--- config.mk ---
export PLATFORM = sky130hd
export DESIGN_NAME = diff_drive_speed_ramp_flat
export DESIGN_NICKNAME = d
export VERILOG_FILES = /design/src/design/ddsr_pkg.sv /design/src/design/ddsr_if.sv /design/src/design/ddsr_ramp.sv /design/src/design/diff_drive_speed_ramp.sv /design/src/flat_wrapper.sv
export SDC_FILE = /design/constraint.sdc
export NUM_CORES = 1
export LEC_CHECK = 0
export BUFFER_PORTS_ARGS = -buffer_cell sky130_fd_sc_hd__buf_4
export CORE_MARGIN = 2
export CORE_UTILIZATION = 54
export DETAILED_ROUTE_END_ITERATION = 8
export PLACE_DENSITY_LB_ADDON = 0.2
export SYNTH_ARGS = -nofsm -noshare
export SYNTH_HDL_FRONTEND = slang
export SYNTH_HIERARCHICAL = 1
export SYNTH_SLANG_ARGS = --single-unit
export TNS_END_PERCENT = 1
--- constraint.sdc ---
create_clock -name clk_i -period 3.6 [get_ports clk_i]
set_input_delay 0.18 -clock clk_i [delete_from_list [all_inputs] [get_ports clk_i]]
set_output_delay 0.18 -clock clk_i [all_outputs]
set_load 0.05 [all_outputs]
--- src/design/ddsr_pkg.sv ---
// ----------------------------------------------------------------------------
// ddsr_pkg
// Shared types and constants for the differential-drive speed ramp.
// ----------------------------------------------------------------------------
`default_nettype none

package ddsr_pkg;

  // Command codes carried by the opcode field
  typedef enum logic [2:0] {
    OP_TICK       = 3'd0,
    OP_FORWARD    = 3'd1,
    OP_REVERSE    = 3'd2,
    OP_TURN_RIGHT = 3'd3,
    OP_TURN_LEFT  = 3'd4,
    OP_STOP       = 3'd5,
    OP_SET_LEFT   = 3'd6,
    OP_SET_RIGHT  = 3'd7
  } op_e;

  // Configuration register map
  localparam int unsigned CFG_IDX_W  = 2;
  localparam int unsigned CFG_DATA_W = 10;

  typedef enum logic [CFG_IDX_W-1:0] {
    CFG_MAX_DUTY   = 2'd0,
    CFG_DECEL_STEP = 2'd1
  } cfg_idx_e;

  localparam int unsigned MAX_DUTY_W = 10;
  localparam int unsigned DECEL_W    = 8;

  localparam logic [MAX_DUTY_W-1:0] MAX_DUTY_RST = 10'd626;
  localparam logic [DECEL_W-1:0]    DECEL_RST    = 8'd25;

endpackage : ddsr_pkg

`default_nettype wire

--- src/design/ddsr_if.sv ---
// ----------------------------------------------------------------------------
// ddsr_if
// Valid/ready channel interfaces: command in, result out, config write.
// ----------------------------------------------------------------------------
`default_nettype none

interface ddsr_cmd_if #(
  parameter int unsigned SPEED_WIDTH = 10
);
  logic                   valid;
  logic                   ready;
  ddsr_pkg::op_e          opcode;
  logic [SPEED_WIDTH-1:0] speed_arg;

  modport source (output valid, output opcode, output speed_arg, input ready);
  modport sink   (input valid, input opcode, input speed_arg, output ready);
endinterface : ddsr_cmd_if

interface ddsr_res_if #(
  parameter int unsigned SPEED_WIDTH = 10
);
  logic                   valid;
  logic                   ready;
  logic [SPEED_WIDTH-1:0] ch1_left_reverse;
  logic [SPEED_WIDTH-1:0] ch2_left_forward;
  logic [SPEED_WIDTH-1:0] ch3_right_forward;
  logic [SPEED_WIDTH-1:0] ch4_right_reverse;
  logic [SPEED_WIDTH-1:0] left_speed;
  logic [SPEED_WIDTH-1:0] right_speed;
  logic                   stopped;

  modport source (
    output valid, output ch1_left_reverse, output ch2_left_forward,
    output ch3_right_forward, output ch4_right_reverse,
    output left_speed, output right_speed, output stopped, input ready
  );
  modport sink (
    input valid, input ch1_left_reverse, input ch2_left_forward,
    input ch3_right_forward, input ch4_right_reverse,
    input left_speed, input right_speed, input stopped, output ready
  );
endinterface : ddsr_res_if

interface ddsr_cfg_if;
  logic                               valid;
  logic                               ready;
  logic [ddsr_pkg::CFG_IDX_W-1:0]     reg_index;
  logic [ddsr_pkg::CFG_DATA_W-1:0]    wdata;

  modport source (output valid, output reg_index, output wdata, input ready);
  modport sink   (input valid, input reg_index, input wdata, output ready);
endinterface : ddsr_cfg_if

`default_nettype wire

--- src/design/ddsr_ramp.sv ---
// ----------------------------------------------------------------------------
// ddsr_ramp
// One tick of the speed ramp for one wheel: up by 1, down by the step (by 1 if the step exceeds the speed).
// ----------------------------------------------------------------------------
`default_nettype none

module ddsr_ramp #(
  parameter int unsigned SPEED_WIDTH = 10
) (
  input  logic [SPEED_WIDTH-1:0]           cur_i,
  input  logic [SPEED_WIDTH-1:0]           tgt_i,
  input  logic [ddsr_pkg::DECEL_W-1:0]     decel_i,
  output logic [SPEED_WIDTH-1:0]           next_o
);

  logic [SPEED_WIDTH-1:0] step;

  assign step = SPEED_WIDTH'(decel_i);

  always_comb begin
    priority if (cur_i < tgt_i) begin
      next_o = cur_i + SPEED_WIDTH'(1);
    end else if (cur_i > tgt_i) begin
      // large step would underflow: fall back to a unit step
      next_o = (cur_i >= step) ? (cur_i - step) : (cur_i - SPEED_WIDTH'(1));
    end else begin
      next_o = cur_i;
    end
  end

endmodule : ddsr_ramp

`default_nettype wire

--- src/design/diff_drive_speed_ramp.sv ---
// ----------------------------------------------------------------------------
// diff_drive_speed_ramp
// Two-wheel PWM speed ramp with forward/reverse compare channel routing.
// ----------------------------------------------------------------------------
// Usage:
//   cmd_i  - command items (opcode, speed_arg). Forward, reverse, turns, stop
//            and set-target commands update targets and mode flags; a tick
//            ramps both wheel speeds one step and routes them to the compare
//            channels (2/3 forward, 1/4 reverse).
//   res_o  - one result item per command: four compare values, both current
//            speeds and the stopped flag, as seen after the command.
//   cfg_i  - register writes (0: max_duty, 1: decel_step); always ready.
//            Unknown indexes are dropped. Write only while idle.
// Timing:
//   The state update is one short combinational pass (clamp, two ramp units,
//   routing) from the state registers straight back into the state and result
//   registers, so one item is taken every cycle unless a held result stalls cmd_i.
// Reset:
//   Speeds, targets, modes and compare values clear; max_duty = 626,
//   decel_step = 25; no result is pending.
// Stall:
//   The result register holds while res_o.ready is low; cmd_i.ready drops
//   until that result is taken (it stays high while the result drains).
// ----------------------------------------------------------------------------
`default_nettype none

module diff_drive_speed_ramp #(
  parameter int unsigned SPEED_WIDTH = 10
) (
  input  wire logic  clk_i,
  input  wire logic  rst_ni,
  ddsr_cmd_if.sink   cmd_i,
  ddsr_res_if.source res_o,
  ddsr_cfg_if.sink   cfg_i
);

  typedef logic [SPEED_WIDTH-1:0] speed_t;

  // configuration
  logic [ddsr_pkg::MAX_DUTY_W-1:0] max_duty_q;
  logic [ddsr_pkg::DECEL_W-1:0]    decel_q;

  // motion state
  speed_t left_cur_q,  left_cur_d;
  speed_t right_cur_q, right_cur_d;
  speed_t left_tgt_q,  left_tgt_d;
  speed_t right_tgt_q, right_tgt_d;
  logic   fwd_q, fwd_d;
  logic   rev_q, rev_d;
  logic   turn_r_q, turn_r_d;
  logic   turn_l_q, turn_l_d;
  speed_t cmp_q [4];
  speed_t cmp_d [4];

  // result register
  logic   res_valid_q;
  logic   stopped_d, stopped_q;

  logic   cmd_fire;
  speed_t max_s, arg_s, s_clamped;
  speed_t left_ramp, right_ramp;

  // --------------------------------------------------------------------------
  // Config port
  // --------------------------------------------------------------------------
  assign cfg_i.ready = 1'b1;

  always_ff @(posedge clk_i or negedge rst_ni) begin
    if (!rst_ni) begin
      max_duty_q <= ddsr_pkg::MAX_DUTY_RST;
      decel_q    <= ddsr_pkg::DECEL_RST;
    end else if (cfg_i.valid) begin
      if (cfg_i.reg_index == ddsr_pkg::CFG_MAX_DUTY) begin
        max_duty_q <= ddsr_pkg::MAX_DUTY_W'(cfg_i.wdata);
      end else if (cfg_i.reg_index == ddsr_pkg::CFG_DECEL_STEP) begin
        decel_q <= ddsr_pkg::DECEL_W'(cfg_i.wdata);
      end
    end
  end

  // --------------------------------------------------------------------------
  // Handshake: take a command whenever the result slot is free or draining
  // --------------------------------------------------------------------------
  assign cmd_i.ready = !res_valid_q || res_o.ready;
  assign cmd_fire    = cmd_i.valid && cmd_i.ready;

  // --------------------------------------------------------------------------
  // Speed clamp and per-wheel ramp
  // --------------------------------------------------------------------------
  assign max_s     = SPEED_WIDTH'(max_duty_q);
  assign arg_s     = cmd_i.speed_arg;
  assign s_clamped = (arg_s <= max_s) ? arg_s : max_s;

  ddsr_ramp #(.SPEED_WIDTH(SPEED_WIDTH)) u_ramp_left (
    .cur_i   (left_cur_q),
    .tgt_i   (left_tgt_q),
    .decel_i (decel_q),
    .next_o  (left_ramp)
  );

  ddsr_ramp #(.SPEED_WIDTH(SPEED_WIDTH)) u_ramp_right (
    .cur_i   (right_cur_q),
    .tgt_i   (right_tgt_q),
    .decel_i (decel_q),
    .next_o  (right_ramp)
  );

  // --------------------------------------------------------------------------
  // Command decode / next state
  // --------------------------------------------------------------------------
  always_comb begin
    left_cur_d  = left_cur_q;
    right_cur_d = right_cur_q;
    left_tgt_d  = left_tgt_q;
    right_tgt_d = right_tgt_q;
    fwd_d       = fwd_q;
    rev_d       = rev_q;
    turn_r_d    = turn_r_q;
    turn_l_d    = turn_l_q;
    cmp_d       = cmp_q;

    unique case (cmd_i.opcode)
      ddsr_pkg::OP_FORWARD: begin
        left_tgt_d  = s_clamped;
        right_tgt_d = s_clamped;
        fwd_d       = 1'b1;
        rev_d       = 1'b0;
        turn_r_d    = 1'b0;
        turn_l_d    = 1'b0;
      end
      ddsr_pkg::OP_REVERSE: begin
        left_tgt_d  = s_clamped;
        right_tgt_d = s_clamped;
        fwd_d       = 1'b0;
        rev_d       = 1'b1;
        turn_r_d    = 1'b0;
        turn_l_d    = 1'b0;
      end
      ddsr_pkg::OP_TURN_RIGHT: begin
        // inner (right) wheel at half speed; reverse flag untouched
        left_tgt_d  = s_clamped;
        right_tgt_d = s_clamped >> 1;
        turn_r_d    = 1'b1;
        turn_l_d    = 1'b0;
        fwd_d       = 1'b1;
      end
      ddsr_pkg::OP_TURN_LEFT: begin
        left_tgt_d  = s_clamped >> 1;
        right_tgt_d = s_clamped;
        turn_l_d    = 1'b1;
        turn_r_d    = 1'b0;
        fwd_d       = 1'b1;
      end
      ddsr_pkg::OP_STOP: begin
        left_tgt_d  = '0;
        right_tgt_d = '0;
        turn_r_d    = 1'b0;
        turn_l_d    = 1'b0;
      end
      ddsr_pkg::OP_SET_LEFT: begin
        left_tgt_d = s_clamped;
      end
      ddsr_pkg::OP_SET_RIGHT: begin
        right_tgt_d = s_clamped;
      end
      ddsr_pkg::OP_TICK: begin
        left_cur_d  = left_ramp;
        right_cur_d = right_ramp;
        // route to forward channels, else reverse, else hold all four
        if (fwd_q || turn_l_q || turn_r_q) begin
          cmp_d[1] = left_ramp;
          cmp_d[2] = right_ramp;
        end else if (rev_q) begin
          cmp_d[0] = left_ramp;
          cmp_d[3] = right_ramp;
        end
        // fully at rest: drop the direction modes
        if (left_ramp == '0 && right_ramp == '0 &&
            left_tgt_q == '0 && right_tgt_q == '0) begin
          fwd_d = 1'b0;
          rev_d = 1'b0;
        end
      end
      default: begin
      end
    endcase
  end

  assign stopped_d = (left_cur_d == '0) && (right_cur_d == '0) &&
                     (left_tgt_d == '0) && (right_tgt_d == '0);

  // --------------------------------------------------------------------------
  // State registers
  // --------------------------------------------------------------------------
  always_ff @(posedge clk_i or negedge rst_ni) begin
    if (!rst_ni) begin
      left_cur_q  <= '0;
      right_cur_q <= '0;
      left_tgt_q  <= '0;
      right_tgt_q <= '0;
      fwd_q       <= 1'b0;
      rev_q       <= 1'b0;
      turn_r_q    <= 1'b0;
      turn_l_q    <= 1'b0;
      for (int i = 0; i < 4; i++) begin
        cmp_q[i] <= '0;
      end
    end else if (cmd_fire) begin
      left_cur_q  <= left_cur_d;
      right_cur_q <= right_cur_d;
      left_tgt_q  <= left_tgt_d;
      right_tgt_q <= right_tgt_d;
      fwd_q       <= fwd_d;
      rev_q       <= rev_d;
      turn_r_q    <= turn_r_d;
      turn_l_q    <= turn_l_d;
      cmp_q       <= cmp_d;
    end
  end

  // --------------------------------------------------------------------------
  // Result register
  // --------------------------------------------------------------------------
  always_ff @(posedge clk_i or negedge rst_ni) begin
    if (!rst_ni) begin
      res_valid_q <= 1'b0;
    end else if (cmd_fire) begin
      res_valid_q <= 1'b1;
    end else if (res_o.ready) begin
      res_valid_q <= 1'b0;
    end
  end

  always_ff @(posedge clk_i) begin
    if (cmd_fire) begin
      stopped_q <= stopped_d;
    end
  end

  // compare values and speeds come straight from state, which only moves
  // together with the result register
  assign res_o.valid             = res_valid_q;
  assign res_o.ch1_left_reverse  = cmp_q[0];
  assign res_o.ch2_left_forward  = cmp_q[1];
  assign res_o.ch3_right_forward = cmp_q[2];
  assign res_o.ch4_right_reverse = cmp_q[3];
  assign res_o.left_speed        = left_cur_q;
  assign res_o.right_speed       = right_cur_q;
  assign res_o.stopped           = stopped_q;

  // --------------------------------------------------------------------------
  // Assertions
  // --------------------------------------------------------------------------
  a_fire_gives_result: assert property (@(posedge clk_i) disable iff (!rst_ni)
    cmd_fire |=> res_valid_q)
    else $error("accepted command produced no result");

  a_stop_clears_targets: assert property (@(posedge clk_i) disable iff (!rst_ni)
    cmd_fire && cmd_i.opcode == ddsr_pkg::OP_STOP |=>
      left_tgt_q == '0 && right_tgt_q == '0)
    else $error("stop left a nonzero target");

  a_speed_only_on_tick: assert property (@(posedge clk_i) disable iff (!rst_ni)
    cmd_fire && cmd_i.opcode != ddsr_pkg::OP_TICK |=>
      $stable(left_cur_q) && $stable(right_cur_q))
    else $error("current speed moved on a non-tick command");

  a_stopped_means_zero: assert property (@(posedge clk_i) disable iff (!rst_ni)
    res_valid_q && stopped_q |-> left_cur_q == '0 && right_cur_q == '0)
    else $error("stopped flag set with a wheel still moving");

endmodule : diff_drive_speed_ramp

`default_nettype wire
--- src/flat_wrapper.sv ---
// flat-port wrapper written by rule: the top's interface ports become plain ports
module diff_drive_speed_ramp_flat 
#(
  parameter int unsigned SPEED_WIDTH = 10
)
  (clk_i, rst_ni, cmd_i_valid, cmd_i_opcode, cmd_i_speed_arg, cmd_i_ready, res_o_valid, res_o_ch1_left_reverse, res_o_ch2_left_forward, res_o_ch3_right_forward, res_o_ch4_right_reverse, res_o_left_speed, res_o_right_speed, res_o_stopped, res_o_ready, cfg_i_valid, cfg_i_reg_index, cfg_i_wdata, cfg_i_ready);
  ddsr_cmd_if #(.SPEED_WIDTH(SPEED_WIDTH)) cmd_i_i ();
  ddsr_res_if #(.SPEED_WIDTH(SPEED_WIDTH)) res_o_i ();
  ddsr_cfg_if cfg_i_i ();
  input  wire logic clk_i;
  input  wire logic rst_ni;
  input wire logic [$bits(cmd_i_i.valid)-1:0] cmd_i_valid;
  input wire logic [$bits(cmd_i_i.opcode)-1:0] cmd_i_opcode;
  input wire logic [$bits(cmd_i_i.speed_arg)-1:0] cmd_i_speed_arg;
  output wire logic [$bits(cmd_i_i.ready)-1:0] cmd_i_ready;
  output wire logic [$bits(res_o_i.valid)-1:0] res_o_valid;
  output wire logic [$bits(res_o_i.ch1_left_reverse)-1:0] res_o_ch1_left_reverse;
  output wire logic [$bits(res_o_i.ch2_left_forward)-1:0] res_o_ch2_left_forward;
  output wire logic [$bits(res_o_i.ch3_right_forward)-1:0] res_o_ch3_right_forward;
  output wire logic [$bits(res_o_i.ch4_right_reverse)-1:0] res_o_ch4_right_reverse;
  output wire logic [$bits(res_o_i.left_speed)-1:0] res_o_left_speed;
  output wire logic [$bits(res_o_i.right_speed)-1:0] res_o_right_speed;
  output wire logic [$bits(res_o_i.stopped)-1:0] res_o_stopped;
  input wire logic [$bits(res_o_i.ready)-1:0] res_o_ready;
  input wire logic [$bits(cfg_i_i.valid)-1:0] cfg_i_valid;
  input wire logic [$bits(cfg_i_i.reg_index)-1:0] cfg_i_reg_index;
  input wire logic [$bits(cfg_i_i.wdata)-1:0] cfg_i_wdata;
  output wire logic [$bits(cfg_i_i.ready)-1:0] cfg_i_ready;
  assign cmd_i_i.valid = cmd_i_valid;
  assign cmd_i_i.opcode = cmd_i_opcode;
  assign cmd_i_i.speed_arg = cmd_i_speed_arg;
  assign cmd_i_ready = cmd_i_i.ready;
  assign res_o_valid = res_o_i.valid;
  assign res_o_ch1_left_reverse = res_o_i.ch1_left_reverse;
  assign res_o_ch2_left_forward = res_o_i.ch2_left_forward;
  assign res_o_ch3_right_forward = res_o_i.ch3_right_forward;
  assign res_o_ch4_right_reverse = res_o_i.ch4_right_reverse;
  assign res_o_left_speed = res_o_i.left_speed;
  assign res_o_right_speed = res_o_i.right_speed;
  assign res_o_stopped = res_o_i.stopped;
  assign res_o_i.ready = res_o_ready;
  assign cfg_i_i.valid = cfg_i_valid;
  assign cfg_i_i.reg_index = cfg_i_reg_index;
  assign cfg_i_i.wdata = cfg_i_wdata;
  assign cfg_i_ready = cfg_i_i.ready;
  diff_drive_speed_ramp #(.SPEED_WIDTH(SPEED_WIDTH)) u_core (.clk_i(clk_i), .rst_ni(rst_ni), .cmd_i(cmd_i_i), .res_o(res_o_i), .cfg_i(cfg_i_i));
endmodule
==> impl_summary.log <==
INFO  metric route.detailed.drc = 0
INFO  metric max_cap_viol_count = 0
INFO  metric insertion_delay = 360 ps
INFO  metric finalWeightedCongestion = 0.973
INFO  metric drt-vias-per-instance = 5.99
INFO  metric hp-start = cmd_i_valid
INFO  metric hold_slack = 19.4 ps
INFO  metric yosys.area_share.adder = 0.0871
INFO  metric vdd_drop_max = 407 uV
INFO  metric power.leakage = 4.82 nW
INFO  metric final_hold_viol_count = 0
INFO  metric number_of_buffers_added_by_the_clock_tree_synthesis_step = 9
INFO  metric final_util = 0.732
INFO  metric postSynthCellCount = 840
INFO  metric die_width = 123 um
INFO  metric yosys_register_bits = 104
INFO  metric violations = setup timing
INFO  metric final_antenna_net_count = 0
INFO  metric total_die_area = 15100 um2
INFO  metric synthesis.area_per_instance = 9.10 um2
INFO  metric worst_clock_skew = 7.55 ps
INFO  metric synth_xor_area_frac = 0.0275
INFO  metric post-route-period-util = 1.08
INFO  metric antenna_found_initial = 0
INFO  metric row_count = 43
INFO  metric cp_cell_sequence = buf_4 -> ha_4 -> inv_1 -> fa_2 -> nand3_4 -> a31oi_4 -> or4_4 -> a22o_1 -> nor3_2 -> nor2_2 -> nor4_4 -> nand2_1 -> nor3_4 -> a21oi_2 -> o32ai_2 -> o21ai_1 -> a31oi_1 -> nand4_1 -> nor4_2
INFO  metric firstDrtPassIters = 6
INFO  metric drt-wirelength-per-cell = 18.9 um
INFO  metric synth_compound_gate_area_share = 0.195
INFO  metric drive_gt1_frac = 0.391
INFO  metric synth_edf_count = 1
INFO  metric combinational_family_with_the_most_area_after_synthesis = compound AO/OA/AOI/OAI gates
INFO  metric regToRegSetupSlack = -280 ps
INFO  metric initialDrtViolationCount = 503
INFO  metric setup.worst_path.class = reg2reg
INFO  metric grt_pass1_wl = 37300 um
INFO  metric synth_fp_nets = 922
INFO  metric place_hpwl = 18000 um
INFO  metric met3_routing_resource_usage_after_global_routing = 0.0429
INFO  metric vias = 7497
INFO  metric globalRouteMet2Util = 0.539
INFO  metric n_antenna_cell = 0
INFO  metric initial_utilization = 0.551
INFO  metric final-seq-area = 2630 um2
INFO  metric finish.cell_count_without_fillers = 1252
INFO  metric cts_max_path_buffers = 2
INFO  metric die_height = 123 um
INFO  metric cp_max_fo = 8
INFO  metric fin_setup_tns = -663 ps
INFO  metric unrepaired_setup_endpoints_after_global_routing = true
INFO  metric placedCellCount = 1233
INFO  metric grt_max_degree = 44
INFO  metric rr_startpoint = u_core/decel_q[0]
INFO  metric timing.fmax = 257 MHz
INFO  metric timing_worst_slew_pin_value = 1110 ps
INFO  metric setup_viol = 3
INFO  metric num-nets-final = 1149
INFO  metric cts.sink_count = 104
INFO  metric crit_required = 3790 ps
INFO  metric cell_with_the_biggest_individual_delay_on_the_critical_path = sky130_fd_sc_hd__dfstp_2
INFO  metric critical_path.max_stage_delay = 530 ps
INFO  metric tritoncts_clock_tree = done
INFO  metric met1_global_route_usage = 0.417
INFO  metric worstPathArrival = 4070 ps
INFO  metric synth.top_cell.area_share = 0.311
INFO  metric status = complete, but fails checks
INFO  metric pin_count = 94
INFO  metric async_reset_ff_frac = 0.990
INFO  metric postSynth.topFlopCell = sky130_fd_sc_hd__dfrtp_1
INFO  metric netlist_area = 7640 um2
INFO  metric post-route-min-period = 3880 ps
INFO  metric root_buffer = sky130_fd_sc_hd__clkbuf_16
INFO  metric multiInputGateArea = 4850 um2
INFO  metric fill_cells = 1092
INFO  metric overflow = 0
INFO  metric slew-limit-headroom = 0.259
INFO  metric first_global_vias = 7257
INFO  metric htree_num_levels = 3
INFO  metric finalWorstSetupSlack = -284 ps
INFO  metric critical_path_start_type = flop
INFO  metric yosysWarningCount = 6
INFO  metric mostFrequentLayoutCell = sky130_fd_sc_hd__buf_4
INFO  metric synthMuxAreaShare = 0.121
INFO  metric clk_transition_reported_paths = 70 ps
INFO  metric core-area = 13900 um2
INFO  metric buffer_ports.inserted = 92
INFO  metric setup.worst_path.end_class = flop
INFO  metric synthSimpleGateAreaFrac = 0.175
INFO  metric cp-startpoint = u_core/decel_q[0]
INFO  metric synth_top_cell_by_area = sky130_fd_sc_hd__dfrtp_1
INFO  metric finalMaxSlewViolations = 0
INFO  metric p_per_area = 1100 nW/um2
INFO  metric post_synthesis_sequential_area_ratio = 0.342
INFO  metric detail_route.wirelength = 23600 um
INFO  metric holdCritPathClass = in2reg
INFO  metric layout-area-overhead-vs-synth = 32.8%
INFO  metric top_usage_layer = met2
INFO  metric synth.area.top_cells = sky130_fd_sc_hd__dfrtp_1, sky130_fd_sc_hd__mux2_2, sky130_fd_sc_hd__ha_1, sky130_fd_sc_hd__nand2_1, sky130_fd_sc_hd__o21ai_0
INFO  metric post_synth_num_cell_types = 81
INFO  metric most-common-layout-cells = sky130_fd_sc_hd__buf_4, sky130_fd_sc_hd__dfrtp_1, sky130_fd_sc_hd__nand2_1
INFO  metric grt_usage = 0.318
==> routing by layer <==
metal,vias to the layer above,share of wire
met4,0,0.028
met1,3602,0.43
met2,306,0.48
li1,3545,-
met5,-,0
met3,44,0.063
==> what timing repair did <==
action                     CTS  global route
buffers inserted             0             2
resized for setup           11            21
hold endpoints to repair    38             0
pin swaps                    4             6
setup endpoints to repair    3             3
hold buffers                 1             0
==> path summary, 6_finish.rpt <==
kind | end | cells past startpoint
worst max-delay path | u_core/res_o.stopped | 19
worst min-delay path | u_core/res_o.valid | 2
worst max register to register | u_core/res_o.stopped | 19
worst min register to register | u_core/res_o.ch3_right_forward[1] | 1
max in group asynchronous | u_core/max_duty_q[5] | 3
min in group asynchronous | u_core/res_o.right_speed[4] | 2
==> cell usage after synthesis (4+ instances only) <==
| cell type | number |
|---|---|
| sky130_fd_sc_hd__xnor2_1 | 14 |
| sky130_fd_sc_hd__a22o_1 | 4 |
| sky130_fd_sc_hd__nor3_1 | 23 |
| sky130_fd_sc_hd__ha_1 | 50 |
| sky130_fd_sc_hd__mux2_2 | 70 |
| sky130_fd_sc_hd__a31oi_1 | 15 |
| sky130_fd_sc_hd__dfstp_2 | 8 |
| sky130_fd_sc_hd__o21ai_0 | 50 |
| sky130_fd_sc_hd__mux2i_2 | 4 |
| sky130_fd_sc_hd__and3_1 | 5 |
| sky130_fd_sc_hd__nand2b_1 | 9 |
| sky130_fd_sc_hd__nand4_1 | 12 |
| sky130_fd_sc_hd__clkbuf_1 | 25 |
| sky130_fd_sc_hd__a21oi_2 | 4 |
| sky130_fd_sc_hd__or4_1 | 4 |
| sky130_fd_sc_hd__mux2i_1 | 7 |
| sky130_fd_sc_hd__xor2_1 | 10 |
| sky130_fd_sc_hd__o2111ai_1 | 4 |
| sky130_fd_sc_hd__dfrtp_1 | 95 |
| sky130_fd_sc_hd__a311oi_1 | 4 |
| sky130_fd_sc_hd__a211oi_1 | 10 |
| sky130_fd_sc_hd__buf_2 | 4 |
| sky130_fd_sc_hd__nor4_1 | 20 |
| sky130_fd_sc_hd__nor2_1 | 49 |
| sky130_fd_sc_hd__a21oi_1 | 43 |
| sky130_fd_sc_hd__o21a_1 | 5 |
| sky130_fd_sc_hd__a211oi_2 | 5 |
| sky130_fd_sc_hd__o31ai_1 | 4 |
| sky130_fd_sc_hd__o22ai_1 | 6 |
| sky130_fd_sc_hd__nand3_1 | 26 |
| sky130_fd_sc_hd__o22a_1 | 5 |
| sky130_fd_sc_hd__nand2_1 | 83 |
| sky130_fd_sc_hd__inv_1 | 59 |
| sky130_fd_sc_hd__o21ai_1 | 10 |
| sky130_fd_sc_hd__or3_1 | 4 |
| sky130_fd_sc_hd__nor2b_1 | 6 |
| sky130_fd_sc_hd__a21o_1 | 12 |
==> where the power goes <==
| group | switching [W] | internal, W |
|---|---|---|
| Sequential | 0.000299 | 0.00156 |
| Combinational | 0.00465 | 0.00362 |
| Clock | 0.000466 | 0.000542 |
==> kinds of logic after synthesis <==
kind of cell	after synthesis
and+or+nand+nor	266
AOI/OAI and AO/OA	216
DFF	104
buffers and inverters	95
muxes	82
adders and majority gates	52
xor gates and xnor gates	24
other	1
==> layout make-up <==
cell class	instances	share of cell area
multi-input combinational	641	0.478
sequential	104	0.259
clock inverter	6	0.00690
inverter	60	0.0227
tap	180	0.0222
timing repair buffer	251	0.189
clock buffer	10	0.0225
==> per-stage QoR <==
step	area, um2	power [W]	setup slack (ps)
after floorplan	7720	0.00636	-48.4
after global placement	9670	0.00943	-363
after detailed placement	9670	0.00958	-455
after CTS	10000	0.0108	-282
after global routing	10200	0.0118	-535
final	10200	0.0111	-284
==> critical path: cells and delay by family, from the launching register on <==
kind                     cells  cell delay (ps)
AND/OR/NAND/NOR              9             1720
buffers and inverters        2              170
AO/OA/AOI/OAI                6              770
adder cells (fa/ha/maj)      2              500
flip-flops                   1              530
==> registers in the layout, summed over array words and instances, names as in the netlist, 8 cells and up <==
register	flops
u_core/left_tgt_q	10
u_core/max_duty_q	10
u_core/res_o.ch1_left_reverse	10
u_core/res_o.ch2_left_forward	10
u_core/res_o.ch3_right_forward	10
u_core/res_o.ch4_right_reverse	10
u_core/res_o.left_speed	10
u_core/res_o.right_speed	10
u_core/right_tgt_q	10
u_core/decel_q	8
(Power assumes the default switching activity.)
